### src/bmfd_pkg.sv
`timescale 1ns / 1ps

package bmfd_pkg;

  localparam int FRAME_BYTES   = 58;
  localparam int CELL_COUNT    = 16;
  localparam int PAYLOAD_BYTES = 47;
  localparam int COUNT_W       = 7;
  localparam int COUNT_MAX     = 127;
  localparam int VALUE_W       = 28;
  localparam int QTY_W         = 4;
  localparam int QTY_COUNT     = 14;
  localparam int QTY_NO_CELL   = 11;
  localparam int CNT_W         = $clog2(QTY_COUNT + 1);

  localparam logic [7:0] MARK_KEEP     = 8'h58;  // 'X'
  localparam logic [7:0] MARK_NEG      = 8'h2D;  // '-'
  localparam int         CURRENT_SCALE = 125;
  localparam int         VOLT_SCALE    = 5;
  localparam int         TEMP_OFFSET   = 'h0114;

  typedef enum logic [1:0] {
    OUT_GOOD    = 2'd0,
    OUT_BAD_LEN = 2'd1,
    OUT_BAD_SUM = 2'd2
  } outcome_t;

  typedef enum logic [QTY_W-1:0] {
    QTY_VOLTAGE     = 4'd0,
    QTY_CHG_CURRENT = 4'd1,
    QTY_DSG_CURRENT = 4'd2,
    QTY_BAT_CURRENT = 4'd3,
    QTY_SOC         = 4'd4,
    QTY_TODAY_CHG   = 4'd5,
    QTY_TODAY_DSG   = 4'd6,
    QTY_STORED      = 4'd7,
    QTY_STATUS      = 4'd8,
    QTY_LIFE_CHG    = 4'd9,
    QTY_LIFE_DSG    = 4'd10,
    QTY_CELL_NUM    = 4'd11,
    QTY_CELL_MV     = 4'd12,
    QTY_CELL_TEMP   = 4'd13
  } qty_t;

  typedef logic signed [VALUE_W-1:0] value_t;

  // Hand-over of one finished frame from the tracker to the result queue.
  typedef struct packed {
    logic                          valid;
    outcome_t                      outcome;
    logic [CNT_W-1:0]              count;
    value_t [QTY_COUNT-1:0]        vals;
  } frame_load_t;

endpackage

### src/bmfd_in_if.sv
`timescale 1ns / 1ps

interface bmfd_in_if;
  logic       valid;
  logic       ready;
  logic [7:0] rx_byte;
  logic       frame_end;

  modport source (output valid, output rx_byte, output frame_end, input ready);
  modport sink (input valid, input rx_byte, input frame_end, output ready);
endinterface

### src/bmfd_out_if.sv
`timescale 1ns / 1ps

interface bmfd_out_if;
  logic                               valid;
  logic                               ready;
  logic [1:0]                         outcome;
  logic [bmfd_pkg::QTY_W-1:0]         quantity;
  logic signed [bmfd_pkg::VALUE_W-1:0] value;
  logic                               last;

  modport source (output valid, output outcome, output quantity, output value,
                  output last, input ready);
  modport sink (input valid, input outcome, input quantity, input value,
                input last, output ready);
endinterface

### src/battery_monitor_frame_decoder_unit.sv
`timescale 1ns / 1ps
// Channel   Role    Moves per transaction
// in_bus    sink    rx_byte, frame_end
// out_bus   source  outcome, quantity, value, last
//
// One byte is taken every cycle unless an end byte waits for the queue; each byte passes an
// input register, then the tracker, which on a frame end loads the result queue with 1, 11
// or 14 results. Results leave one per cycle from the queue head while out_bus is ready; the
// first becomes valid once the end byte has left the input register and loaded the queue.
// A frame end byte waits until the queue is empty or its last result is being taken.
// rst_n is synchronous: it clears the byte count, both sums, the held currents and the queue.

module battery_monitor_frame_decoder_unit (
  input  logic        clk,
  input  logic        rst_n,
  bmfd_in_if.sink     in_bus,
  bmfd_out_if.source  out_bus
);

  bmfd_pkg::frame_load_t load;
  logic                  load_ok;

  bmfd_frame_tracker u_tracker (
    .clk     (clk),
    .rst_n   (rst_n),
    .in_bus  (in_bus),
    .load_ok (load_ok),
    .load    (load)
  );

  bmfd_result_queue u_queue (
    .clk     (clk),
    .rst_n   (rst_n),
    .load    (load),
    .load_ok (load_ok),
    .out_bus (out_bus)
  );

endmodule

### src/bmfd_frame_tracker.sv
`timescale 1ns / 1ps

module bmfd_frame_tracker (
  input  logic                  clk,
  input  logic                  rst_n,
  bmfd_in_if.sink               in_bus,
  input  logic                  load_ok,
  output bmfd_pkg::frame_load_t load
);

  localparam int SHIFT_DEPTH = bmfd_pkg::FRAME_BYTES - 1;
  localparam int CW          = bmfd_pkg::COUNT_W;

  logic                 in_vld_r;
  logic [7:0]           in_byte_r;
  logic                 in_end_r;
  logic                 advance;
  logic                 in_take;

  logic [7:0]           shift_r [SHIFT_DEPTH];
  logic [7:0]           pb [bmfd_pkg::PAYLOAD_BYTES];

  logic [CW-1:0]        count_r, count_nxt;
  logic [7:0]           sum_a_r, sum_a_nxt;
  logic [7:0]           sum_s_r, sum_s_nxt;
  logic signed [23:0]   held_r [3];
  logic signed [23:0]   cur_new [3];

  logic                 is_short, is_long, len_ok, sum_ok, good, cell_ok;
  logic [7:0]           expect_sum;
  logic [26:0]          volt_mv;
  logic [18:0]          cell_mv;
  logic signed [16:0]   cell_temp;
  bmfd_pkg::value_t [bmfd_pkg::QTY_COUNT-1:0] vals;

  assign advance       = in_vld_r && (!in_end_r || load_ok);
  assign in_bus.ready  = !in_vld_r || advance;
  assign in_take       = in_bus.valid && in_bus.ready;

  always_ff @(posedge clk) begin
    if (!rst_n) begin
      in_vld_r <= 1'b0;
    end else if (in_bus.ready) begin
      in_vld_r <= in_bus.valid;
    end
  end

  always_ff @(posedge clk) begin
    if (in_take) begin
      in_byte_r <= in_bus.rx_byte;
      in_end_r  <= in_bus.frame_end;
    end
  end

  // Byte history: the end byte sees payload byte k at a fixed tap for both lengths
  always_ff @(posedge clk) begin
    if (advance) begin
      shift_r[0] <= in_byte_r;
      for (int i = 1; i < SHIFT_DEPTH; i++) begin
        shift_r[i] <= shift_r[i-1];
      end
    end
  end

  for (genvar k = 0; k < bmfd_pkg::PAYLOAD_BYTES; k++) begin : g_tap
    assign pb[k] = shift_r[SHIFT_DEPTH-1-k];
  end

  assign is_short   = count_r == CW'(bmfd_pkg::FRAME_BYTES - 1);
  assign is_long    = count_r == CW'(bmfd_pkg::FRAME_BYTES);
  assign len_ok     = is_short || is_long;
  assign expect_sum = is_short ? sum_a_r : sum_s_r;
  assign sum_ok     = in_byte_r == expect_sum;
  assign good       = len_ok && sum_ok;

  always_comb begin
    count_nxt = count_r;
    sum_a_nxt = sum_a_r;
    sum_s_nxt = sum_s_r;
    if (in_end_r) begin
      count_nxt = '0;
      sum_a_nxt = '0;
      sum_s_nxt = '0;
    end else begin
      if (count_r <= CW'(bmfd_pkg::FRAME_BYTES - 2)) begin
        sum_a_nxt = sum_a_r + in_byte_r;
      end
      if (count_r != '0 && count_r <= CW'(bmfd_pkg::FRAME_BYTES - 1)) begin
        sum_s_nxt = sum_s_r + in_byte_r;
      end
      if (count_r != CW'(bmfd_pkg::COUNT_MAX)) begin
        count_nxt = count_r + CW'(1);
      end
    end
  end

  always_ff @(posedge clk) begin
    if (!rst_n) begin
      count_r <= '0;
      sum_a_r <= '0;
      sum_s_r <= '0;
    end else if (advance) begin
      count_r <= count_nxt;
      sum_a_r <= sum_a_nxt;
      sum_s_r <= sum_s_nxt;
    end
  end

  // Currents: 'X' holds, '-' negates, anything else is positive
  for (genvar j = 0; j < 3; j++) begin : g_cur
    logic [7:0]  marker;
    logic [22:0] scaled;
    assign marker = pb[3 + 3*j];
    assign scaled = 23'({pb[4 + 3*j], pb[5 + 3*j]}) * 23'(bmfd_pkg::CURRENT_SCALE);
    always_comb begin
      if (marker == bmfd_pkg::MARK_KEEP) begin
        cur_new[j] = held_r[j];
      end else if (marker == bmfd_pkg::MARK_NEG) begin
        cur_new[j] = -$signed({1'b0, scaled});
      end else begin
        cur_new[j] = $signed({1'b0, scaled});
      end
    end

    always_ff @(posedge clk) begin
      if (!rst_n) begin
        held_r[j] <= '0;
      end else if (advance && in_end_r && good) begin
        held_r[j] <= cur_new[j];
      end
    end
  end

  assign volt_mv   = 27'({pb[0], pb[1], pb[2]}) * 27'(bmfd_pkg::VOLT_SCALE);
  assign cell_mv   = 19'({pb[26], pb[27]}) * 19'(bmfd_pkg::VOLT_SCALE);
  assign cell_temp = $signed({1'b0, pb[28], pb[29]}) - 17'(bmfd_pkg::TEMP_OFFSET);
  assign cell_ok   = pb[24] != '0 && {1'b0, pb[24]} <= 9'(bmfd_pkg::CELL_COUNT);

  always_comb begin
    vals                            = '0;
    vals[bmfd_pkg::QTY_VOLTAGE]     = {1'b0, volt_mv};
    vals[bmfd_pkg::QTY_CHG_CURRENT] = 28'(cur_new[0]);
    vals[bmfd_pkg::QTY_DSG_CURRENT] = 28'(cur_new[1]);
    vals[bmfd_pkg::QTY_BAT_CURRENT] = 28'(cur_new[2]);
    vals[bmfd_pkg::QTY_SOC]         = {20'd0, pb[40]};
    vals[bmfd_pkg::QTY_TODAY_CHG]   = {4'd0, pb[31], pb[32], pb[33]};
    vals[bmfd_pkg::QTY_TODAY_DSG]   = {4'd0, pb[37], pb[38], pb[39]};
    vals[bmfd_pkg::QTY_STORED]      = {4'd0, pb[34], pb[35], pb[36]};
    vals[bmfd_pkg::QTY_STATUS]      = {20'd0, pb[30]};
    vals[bmfd_pkg::QTY_LIFE_CHG]    = {4'd0, pb[41], pb[42], pb[43]};
    vals[bmfd_pkg::QTY_LIFE_DSG]    = {4'd0, pb[44], pb[45], pb[46]};
    vals[bmfd_pkg::QTY_CELL_NUM]    = {20'd0, pb[24]};
    vals[bmfd_pkg::QTY_CELL_MV]     = {9'd0, cell_mv};
    vals[bmfd_pkg::QTY_CELL_TEMP]   = 28'(cell_temp);
  end

  always_comb begin
    load.valid = advance && in_end_r;
    if (!len_ok) begin
      load.outcome = bmfd_pkg::OUT_BAD_LEN;
    end else if (!sum_ok) begin
      load.outcome = bmfd_pkg::OUT_BAD_SUM;
    end else begin
      load.outcome = bmfd_pkg::OUT_GOOD;
    end
    if (!good) begin
      load.count = bmfd_pkg::CNT_W'(1);
      load.vals  = '0;
    end else begin
      load.count = cell_ok ? bmfd_pkg::CNT_W'(bmfd_pkg::QTY_COUNT)
                           : bmfd_pkg::CNT_W'(bmfd_pkg::QTY_NO_CELL);
      load.vals  = vals;
    end
  end

endmodule

### src/bmfd_result_queue.sv
`timescale 1ns / 1ps

module bmfd_result_queue (
  input  logic                  clk,
  input  logic                  rst_n,
  input  bmfd_pkg::frame_load_t load,
  output logic                  load_ok,
  bmfd_out_if.source            out_bus
);

  logic [bmfd_pkg::CNT_W-1:0]                  cnt_r;
  logic [bmfd_pkg::QTY_W-1:0]                  qty_r;
  bmfd_pkg::outcome_t                          outcome_r;
  bmfd_pkg::value_t [bmfd_pkg::QTY_COUNT-1:0]  val_r;
  logic                                        take;

  assign take             = out_bus.valid && out_bus.ready;
  assign out_bus.valid    = cnt_r != '0;
  assign out_bus.last     = cnt_r == bmfd_pkg::CNT_W'(1);
  assign out_bus.value    = val_r[0];
  assign out_bus.quantity = qty_r;
  assign out_bus.outcome  = outcome_r;

  // A new frame may drop in once the last result of the previous one leaves
  assign load_ok = (cnt_r == '0) || (cnt_r == bmfd_pkg::CNT_W'(1) && out_bus.ready);

  always_ff @(posedge clk) begin
    if (!rst_n) begin
      cnt_r <= '0;
    end else if (load.valid) begin
      cnt_r <= load.count;
    end else if (take) begin
      cnt_r <= cnt_r - bmfd_pkg::CNT_W'(1);
    end
  end

  always_ff @(posedge clk) begin
    if (load.valid) begin
      qty_r     <= bmfd_pkg::QTY_VOLTAGE;
      outcome_r <= load.outcome;
      val_r     <= load.vals;
    end else if (take) begin
      qty_r <= qty_r + bmfd_pkg::QTY_W'(1);
      for (int i = 0; i < bmfd_pkg::QTY_COUNT - 1; i++) begin
        val_r[i] <= val_r[i+1];
      end
    end
  end

endmodule

### src/flat_wrapper.sv
// flat-port wrapper written by rule: the top's interface ports become plain ports
module battery_monitor_frame_decoder_unit_flat 
  (clk, rst_n, in_bus_valid, in_bus_rx_byte, in_bus_frame_end, in_bus_ready, out_bus_valid, out_bus_outcome, out_bus_quantity, out_bus_value, out_bus_last, out_bus_ready);
  bmfd_in_if in_bus_i ();
  bmfd_out_if out_bus_i ();
  input  logic clk;
  input  logic rst_n;
  input wire logic [$bits(in_bus_i.valid)-1:0] in_bus_valid;
  input wire logic [$bits(in_bus_i.rx_byte)-1:0] in_bus_rx_byte;
  input wire logic [$bits(in_bus_i.frame_end)-1:0] in_bus_frame_end;
  output wire logic [$bits(in_bus_i.ready)-1:0] in_bus_ready;
  output wire logic [$bits(out_bus_i.valid)-1:0] out_bus_valid;
  output wire logic [$bits(out_bus_i.outcome)-1:0] out_bus_outcome;
  output wire logic [$bits(out_bus_i.quantity)-1:0] out_bus_quantity;
  output wire logic [$bits(out_bus_i.value)-1:0] out_bus_value;
  output wire logic [$bits(out_bus_i.last)-1:0] out_bus_last;
  input wire logic [$bits(out_bus_i.ready)-1:0] out_bus_ready;
  assign in_bus_i.valid = in_bus_valid;
  assign in_bus_i.rx_byte = in_bus_rx_byte;
  assign in_bus_i.frame_end = in_bus_frame_end;
  assign in_bus_ready = in_bus_i.ready;
  assign out_bus_valid = out_bus_i.valid;
  assign out_bus_outcome = out_bus_i.outcome;
  assign out_bus_quantity = out_bus_i.quantity;
  assign out_bus_value = out_bus_i.value;
  assign out_bus_last = out_bus_i.last;
  assign out_bus_i.ready = out_bus_ready;
  battery_monitor_frame_decoder_unit u_core (.clk(clk), .rst_n(rst_n), .in_bus(in_bus_i), .out_bus(out_bus_i));
endmodule
### config.mk
export PLATFORM = sky130hd
export DESIGN_NAME = battery_monitor_frame_decoder_unit_flat
export DESIGN_NICKNAME = d
export VERILOG_FILES = /design/src/bmfd_pkg.sv /design/src/bmfd_in_if.sv /design/src/bmfd_out_if.sv /design/src/battery_monitor_frame_decoder_unit.sv /design/src/bmfd_frame_tracker.sv /design/src/bmfd_result_queue.sv /design/src/flat_wrapper.sv
export SDC_FILE = /design/constraint.sdc
export NUM_CORES = 2
export LEC_CHECK = 0
export ABC_AREA = 1
export BUFFER_PORTS_ARGS = -buffer_cell sky130_fd_sc_hd__buf_2
export CAP_MARGIN = 5
export CELL_PAD_IN_SITES_DETAIL_PLACEMENT = 1
export CELL_PAD_IN_SITES_GLOBAL_PLACEMENT = 2
export CORE_UTILIZATION = 46
export DETAILED_ROUTE_END_ITERATION = 10
export GPL_ROUTABILITY_DRIVEN = 0
export PLACE_DENSITY_LB_ADDON = 0.2
export SYNTH_ARGS = -nofsm -noshare
export SYNTH_HDL_FRONTEND = slang
export SYNTH_HIERARCHICAL = 1
export SYNTH_SLANG_ARGS = --single-unit
### constraint.sdc
create_clock -name clk -period 64.4 [get_ports clk]
set_clock_uncertainty 0.05 [all_clocks]
set_input_delay 9.66 -clock clk [delete_from_list [all_inputs] [get_ports clk]]
set_output_delay 9.66 -clock clk [all_outputs]
set_load 0.01 [all_outputs]
## Word-level counts from Yosys, hierarchy flattened

Memory sizes are Yosys's and may differ from the RTL's.
Cells that the tools add are included.

- Memories kept: 2
- Output and inout port bits: 37
- Flip-flop bits (word level): 424
- Word-level logic and storage cells: 111
- Bits in writable memories: 528
- Bits of input ports: 13

- Bitwise gates (word level): 3
- Equality and inequality tests: 11
- Multiplexer cells: 29
- Multipliers: 5
- Add/subtract/negate cells: 9
- Reduce and logical (&&, ||, !) cells: 26
- $lt $le $gt $ge: 3

Memory list:

| memory | depth | bits a word | rd ports | clocked after Yosys merged registers in | wr ports | RTL line | RTL |
|---|---|---|---|---|---|---|---|
| u_core.u_tracker.shift_r | 57 | 8 | 57 | 0 | 57 | bmfd_frame_tracker.sv:20 | `logic [7:0] shift_r [SHIFT_DEPTH];` |
| u_core.u_tracker.held_r | 3 | 24 | 3 | 0 | 3 | bmfd_frame_tracker.sv:26 | `logic signed [23:0] held_r [3];` |

Operator list:

| cell | number |
|---|---|
| 364-bit two-way mux | 2 |
| 396-bit two-way mux | 1 |
| 24-bit two-way mux | 9 |
| 23-bit negator with 24-bit output | 3 |
| 16-bit by 7-bit multiplier with 23-bit output, second input constant | 3 |
| 8-bit two-way mux | 5 |
| 24-bit by 3-bit multiplier with 27-bit output, second input constant | 1 |
| 8-bit by 6-bit equality test with 1-bit output, second input constant | 3 |
| 8-bit by 7-bit equality test with 1-bit output, second input constant | 3 |
| 16-bit by 3-bit multiplier with 19-bit output, second input constant | 1 |
| 16-bit by 9-bit subtractor with 17-bit output, second input constant | 1 |
| 8-bit adder | 2 |
| 7-bit by 6-bit equality test with 1-bit output, second input constant | 2 |
| 7-bit by 6-bit <= comparator with 1-bit output, second input constant | 2 |
| 7-bit two-way mux | 2 |
| 1-bit logical AND | 9 |
| 8-bit equality test | 1 |
| 8-bit by 5-bit <= comparator with 1-bit output, second input constant | 1 |
| 4-bit two-way mux | 2 |
| 2-bit nonzero test | 4 |
| 8-bit nonzero test | 1 |
| 7-bit by 1-bit adder with 7-bit output, second input constant | 1 |
| 7-bit != test, second input constant | 1 |
| 7-bit nonzero test | 1 |
| 12 further kinds | 25 |

## Depth between registers and ports, before layout

- Word-level depth: 11
- Gate-level depth with buffers: 29
- Gate-level depth less buffers: 28

## Cells and area by module

Netlist, hierarchy kept.

Modules (own cells, without submodules):

| module | area each (um2) | cells an instance | sequential area each (um2) | times used |
|---|---|---|---|---|
| bmfd_frame_tracker | 35192.5 | 3667 | 16605.9 | 1 |
| bmfd_result_queue | 17083.9 | 1672 | 11991.5 | 1 |

## Worst setup path after synthesis

No wires, ideal clock.

- Path type: input port to flip-flop
- Start point: in out_bus_ready
- End point: reg u_core.u_queue.val_r, in the netlist u_core/u_queue/out_bus.value[0], enable pin
- Path buffers: 1
- Stages on the path: 9
- Setup time: 0.746 ns
- Data required time: 63.604 ns
- Arrival: 28.376 ns
- Path slack: 35.228 ns
- Cell sequence: nand2_1 > nand2_1 > o21ai_0 > inv_1 > nand2_1 > inv_1 > inv_2 > buf_2 > nand2_1

RTL lines:

| what | RTL line | RTL |
|---|---|---|
| start, declared | flat_wrapper.sv:17 | `input wire logic [$bits(out_bus_i.ready)-1:0] out_bus_ready;` |
| end signal, assigned | bmfd_result_queue.sv:41 | `val_r <= load.vals;` |
| end signal, assigned by index | bmfd_result_queue.sv:45 | `val_r[i] <= val_r[i+1];` |
| end, declared | bmfd_result_queue.sv:14 | `bmfd_pkg::value_t [bmfd_pkg::QTY_COUNT-1:0] val_r;` |

## Worst setup path in the final report

- Start point: in out_bus_ready
- End point: out in_bus_ready

- Word-level cells in the longest chain between the ends: 5

Ends and longest elaborated chain:

| what | RTL line | RTL |
|---|---|---|
| 1-bit logical AND | bmfd_result_queue.sv:25 | `assign load_ok = (cnt_r == '0) \|\| (cnt_r == bmfd_pkg::CNT_W'(1) && out_bus.ready);` |
| 1-bit logical OR | bmfd_result_queue.sv:25 |  |
| named net u_core.load_ok | battery_monitor_frame_decoder_unit.sv:21 | `logic load_ok;` |
| 1-bit logical OR | bmfd_frame_tracker.sv:36 | `assign advance = in_vld_r && (!in_end_r \|\| load_ok);` |
| 1-bit logical AND | bmfd_frame_tracker.sv:36 |  |
| 1-bit logical OR | bmfd_frame_tracker.sv:37 | `assign in_bus.ready = !in_vld_r \|\| advance;` |
| end, declared | flat_wrapper.sv:11 | `output wire logic [$bits(in_bus_i.ready)-1:0] in_bus_ready;` |

The timed path passes the listed nets, and every way through them passes these cells.

==> flow_metrics.py <==
metrics = {
    "outcome": {
        "status": "complete, no violations",
    },
    "placement": {
        "portBuffers": 49,
        "placed_area_um2": 53200,
        "dp_hpwl_mm": 86.9,
        "pre_cts_ws_ns": 44.18,
        "post-place-cells": 6713,
    },
    "final_layout": {
        "drive_gt1_share_pct": 4.90,
        "final_cell_area_um2": 56700,
        "stdcell_count": 6906,
        "antennaDiodeCount": 0,
        "syn_to_final_growth_pct": 8.55,
        "final_nets": 5751,
        "utilization_pct": 50.4,
    },
    "logic_synthesis": {
        "seq_area_frac_synth_pct": 54.7,
        "yosysWarnings": 6,
        "ys_types": 54,
        "ys_ff_latch": 963,
        "avgSynthCellArea_um2": 9.79,
        "synth-edff-count": 931,
        "ys.flop_type": "edfxtp_1",
        "synthArstFlopShare_pct": 0,
        "syn_inst": 5339,
        "syn_area_um2": 52300,
    },
    "cts": {
        "postCtsSetupBuffers": 0,
        "cts.sinks": 963,
        "clock_latency_ns": 0.71,
        "clk_pin_slew_worst_paths_ns": 0.06,
        "cts_hold_buf": 0,
        "cts.repair.resized": 0,
        "numCtsBuffers": 104,
        "cts_tree": "built",
        "ctsRootBufferMaster": "clkbuf_16",
        "clock_path_buffers": 3,
        "h-tree-depth": 3,
    },
    "critical_path": {
        "worstPathArrival_ns": 10.46,
        "reg2reg_slack_ns": 58.56,
        "ff2ff_path_depth": 22,
        "path_class": "input pin to output port",
        "cp_max_fo": 3,
        "timing.rr.start": "u_core/u_tracker/shift_r[1][110]$_DFFE_PP_",
        "r2r_end": "u_core/u_queue/val_r[110]$_DFFE_PP_",
        "startpoint_type": "input pin",
        "end_kind": "output port",
        "required_ns": 54.69,
    },
    "drt": {
        "drt-total-wl_mm": 125,
        "wl_per_cell_um": 18.1,
        "dr.pass1.iters": 5,
        "drt_iter0_markers": 1813,
        "met1_length_mm": 56.2,
        "route.met2.wl_mm": 63.1,
        "vias_per_cell": 4.97,
        "highest_layer": "met4",
        "wl_met3_mm": 2.75,
        "drcViolationCount": 0,
        "vias": 34300,
        "ant_nets": 0,
    },
    "global_route": {
        "grt_usage_pct": 22.1,
        "grt_max_degree": 189,
        "antenna_found_initial": 0,
        "grt_pass1_vias": 36800,
        "grt_pass1_wl_mm": 201,
        "gr-total-overflow": 0,
    },
    "sta": {
        "timing.hold.ws_ns": 0.364,
        "tns_ns": 0,
        "hold_viol": 0,
        "worst_pin_slew_ns": 1.19,
        "final_max_slew_viol_count": 0,
        "fmax_mhz": 49.6,
        "rsz0062_at_grt": "false",
        "fin_ws_ns": 44.23,
        "post-route-period-util_pct": 31.3,
        "fin_crit_ns": 20.17,
        "max_slew_margin_pct": 20.8,
        "setup_viol": 0,
    },
    "worst_hold_path": {
        "holdPathEnd": "u_core/u_tracker/shift_r[1][101]$_DFFE_PP_",
        "hp-start": "u_core/u_tracker/shift_r[1][93]$_DFFE_PP_",
        "hold_depth": 0,
        "hp-class": "flop to flop",
    },
    "power": {
        "p_leak_nw": 25.1,
        "p_total_mw": 2.70,
        "irDropWorstVdd_mv": 0.102,
        "power_density_nw_per_um2": 47.5,
    },
    "floorplanning": {
        "die_h_um": 339,
        "die_w_um": 339,
        "fp.coreArea_um2": 113000,
        "dieArea_um2": 115000,
        "num_rows": 123,
        "num_io_pins": 50,
        "initial_core_util_pct": 46.4,
    },
    "flow_run": {
        "cap_violations": 0,
    },
}
==> cells in the final DEF, fill, tap and decap left out, types with 6 or more instances in the layout <==
cell type,n
mux2i_1,7
o21bai_1,8
ha_1,253
o21ai_0,92
buf_2,49
nor3_1,21
inv_1,655
clkinv_2,26
conb_1,90
nand3_1,216
nand2_1,1808
nand4_1,22
a31oi_1,8
a21oi_1,191
a21oi_2,11
xor2_1,60
clkbuf_1,14
clkinv_1,18
edfxtp_1,931
xnor2_1,20
o31ai_1,6
nor2_1,455
bufinv_16,16
buf_4,17
nand3b_1,17
fa_1,166
nor4_1,10
dfxtp_1,32
clkbuf_16,104
o21a_1,7
==> how the worst max path moves through the flow <==
stage / start / endpoint / slack [ns] / cells after the start
after global routing: out_bus_ready / in_bus_ready / 44.15 / 6
final: out_bus_ready / in_bus_ready / 44.23 / 6
after detailed placement: out_bus_ready / in_bus_ready / 44.18 / 6
after global placement: out_bus_ready / in_bus_ready / 44.17 / 6
after floorplan: out_bus_ready / u_core/u_queue/out_bus.value[0]$_DFFE_PP_ / 35.23 / 9
after CTS: out_bus_ready / in_bus_ready / 44.18 / 6
==> power by group <==
part           leakage, nW  internal (mW)  switching (mW)
logic                 14.5          0.312           0.757
clock network         1.74          0.363           0.256
registers             8.86          0.945          0.0642
total                 25.1           1.62            1.08
==> per-layer routing <==
layer	vias to the layer above	GRT usage, %
met2	327	39.3
met4	0	5.55
met5	-	0
met1	16800	28.6
met3	142	2.47
li1	17000	-
==> synth_stat cells, types with 4 or more instances <==
master / instances / area share, %
nand2_1: 1810 / 13
edfxtp_1: 931 / 53
inv_1: 657 / 4.7
nor2_1: 455 / 3.3
ha_1: 253 / 6.1
nand3_1: 216 / 2.1
a21oi_1: 191 / 1.8
fa_1: 166 / 6.4
buf_4: 165 / 2.4
o21ai_0: 92 / 0.88
buf_2: 89 / 0.85
xor2_1: 60 / 1.0
dfxtp_1: 32 / 1.2
clkbuf_1: 26 / 0.19
nand4_1: 22 / 0.26
nor3_1: 21 / 0.20
xnor2_1: 20 / 0.34
nand3b_1: 17 / 0.24
a21oi_2: 11 / 0.18
nor4_1: 10 / 0.12
a31oi_1: 8 / 0.096
o21bai_1: 8 / 0.11
mux2i_1: 7 / 0.13
o21a_1: 7 / 0.10
o31ai_1: 6 / 0.086
o21ai_1: 5 / 0.048
or2_2: 5 / 0.060
and2_1: 4 / 0.048
buf_6: 4 / 0.086
nor3b_1: 4 / 0.057
==> cell families after synthesis <==
group / Yosys count / synth area share, %
fa+ha+maj: 419 / 12.4
simple gates: 2574 / 19.5
flops: 963 / 54.7
buf+inv: 947 / 8.26
compound gates: 348 / 3.65
other cells: 1 / 0.00717
mux: 7 / 0.134
xor+xnor: 80 / 1.34
==> registers in the layout, summed over array words and instances, names as in the netlist <==
signal	count
u_core/u_tracker/shift_r	456
u_core/u_tracker/count_r	7
u_core/u_tracker/in_end_r	1
u_core/u_queue/out_bus.value	28
u_core/u_tracker/sum_a_r	8
u_core/u_tracker/in_vld_r	1
u_core/u_queue/out_bus.outcome	2
u_core/u_queue/cnt_r	4
u_core/u_tracker/sum_s_r	8
u_core/u_queue/out_bus.quantity	4
u_core/u_tracker/in_byte_r	8
u_core/u_tracker/held_r	72
u_core/u_queue/val_r	364
==> worst max-delay path, cell delays in order <==
cell and delay [ns]:
buf_2 0.11, nand2_1 0.10, nand2_1 0.16, nor2_1 0.15, nand2_1 0.11, buf_2 0.16
==> cell type report <==
cell class                      count  area [µm²]
Fill cell                       12700       55900
Sequential cell                   963       28600
Multi-Input combinational cell   3518       19700
Clock buffer                      118        2660
Inverter                          661        2500
Tap cell                         1500        1880
Clock inverter                     75         912
Timing Repair Buffer               71         473
No activity file was read; power rests on OpenSTA's default activity.
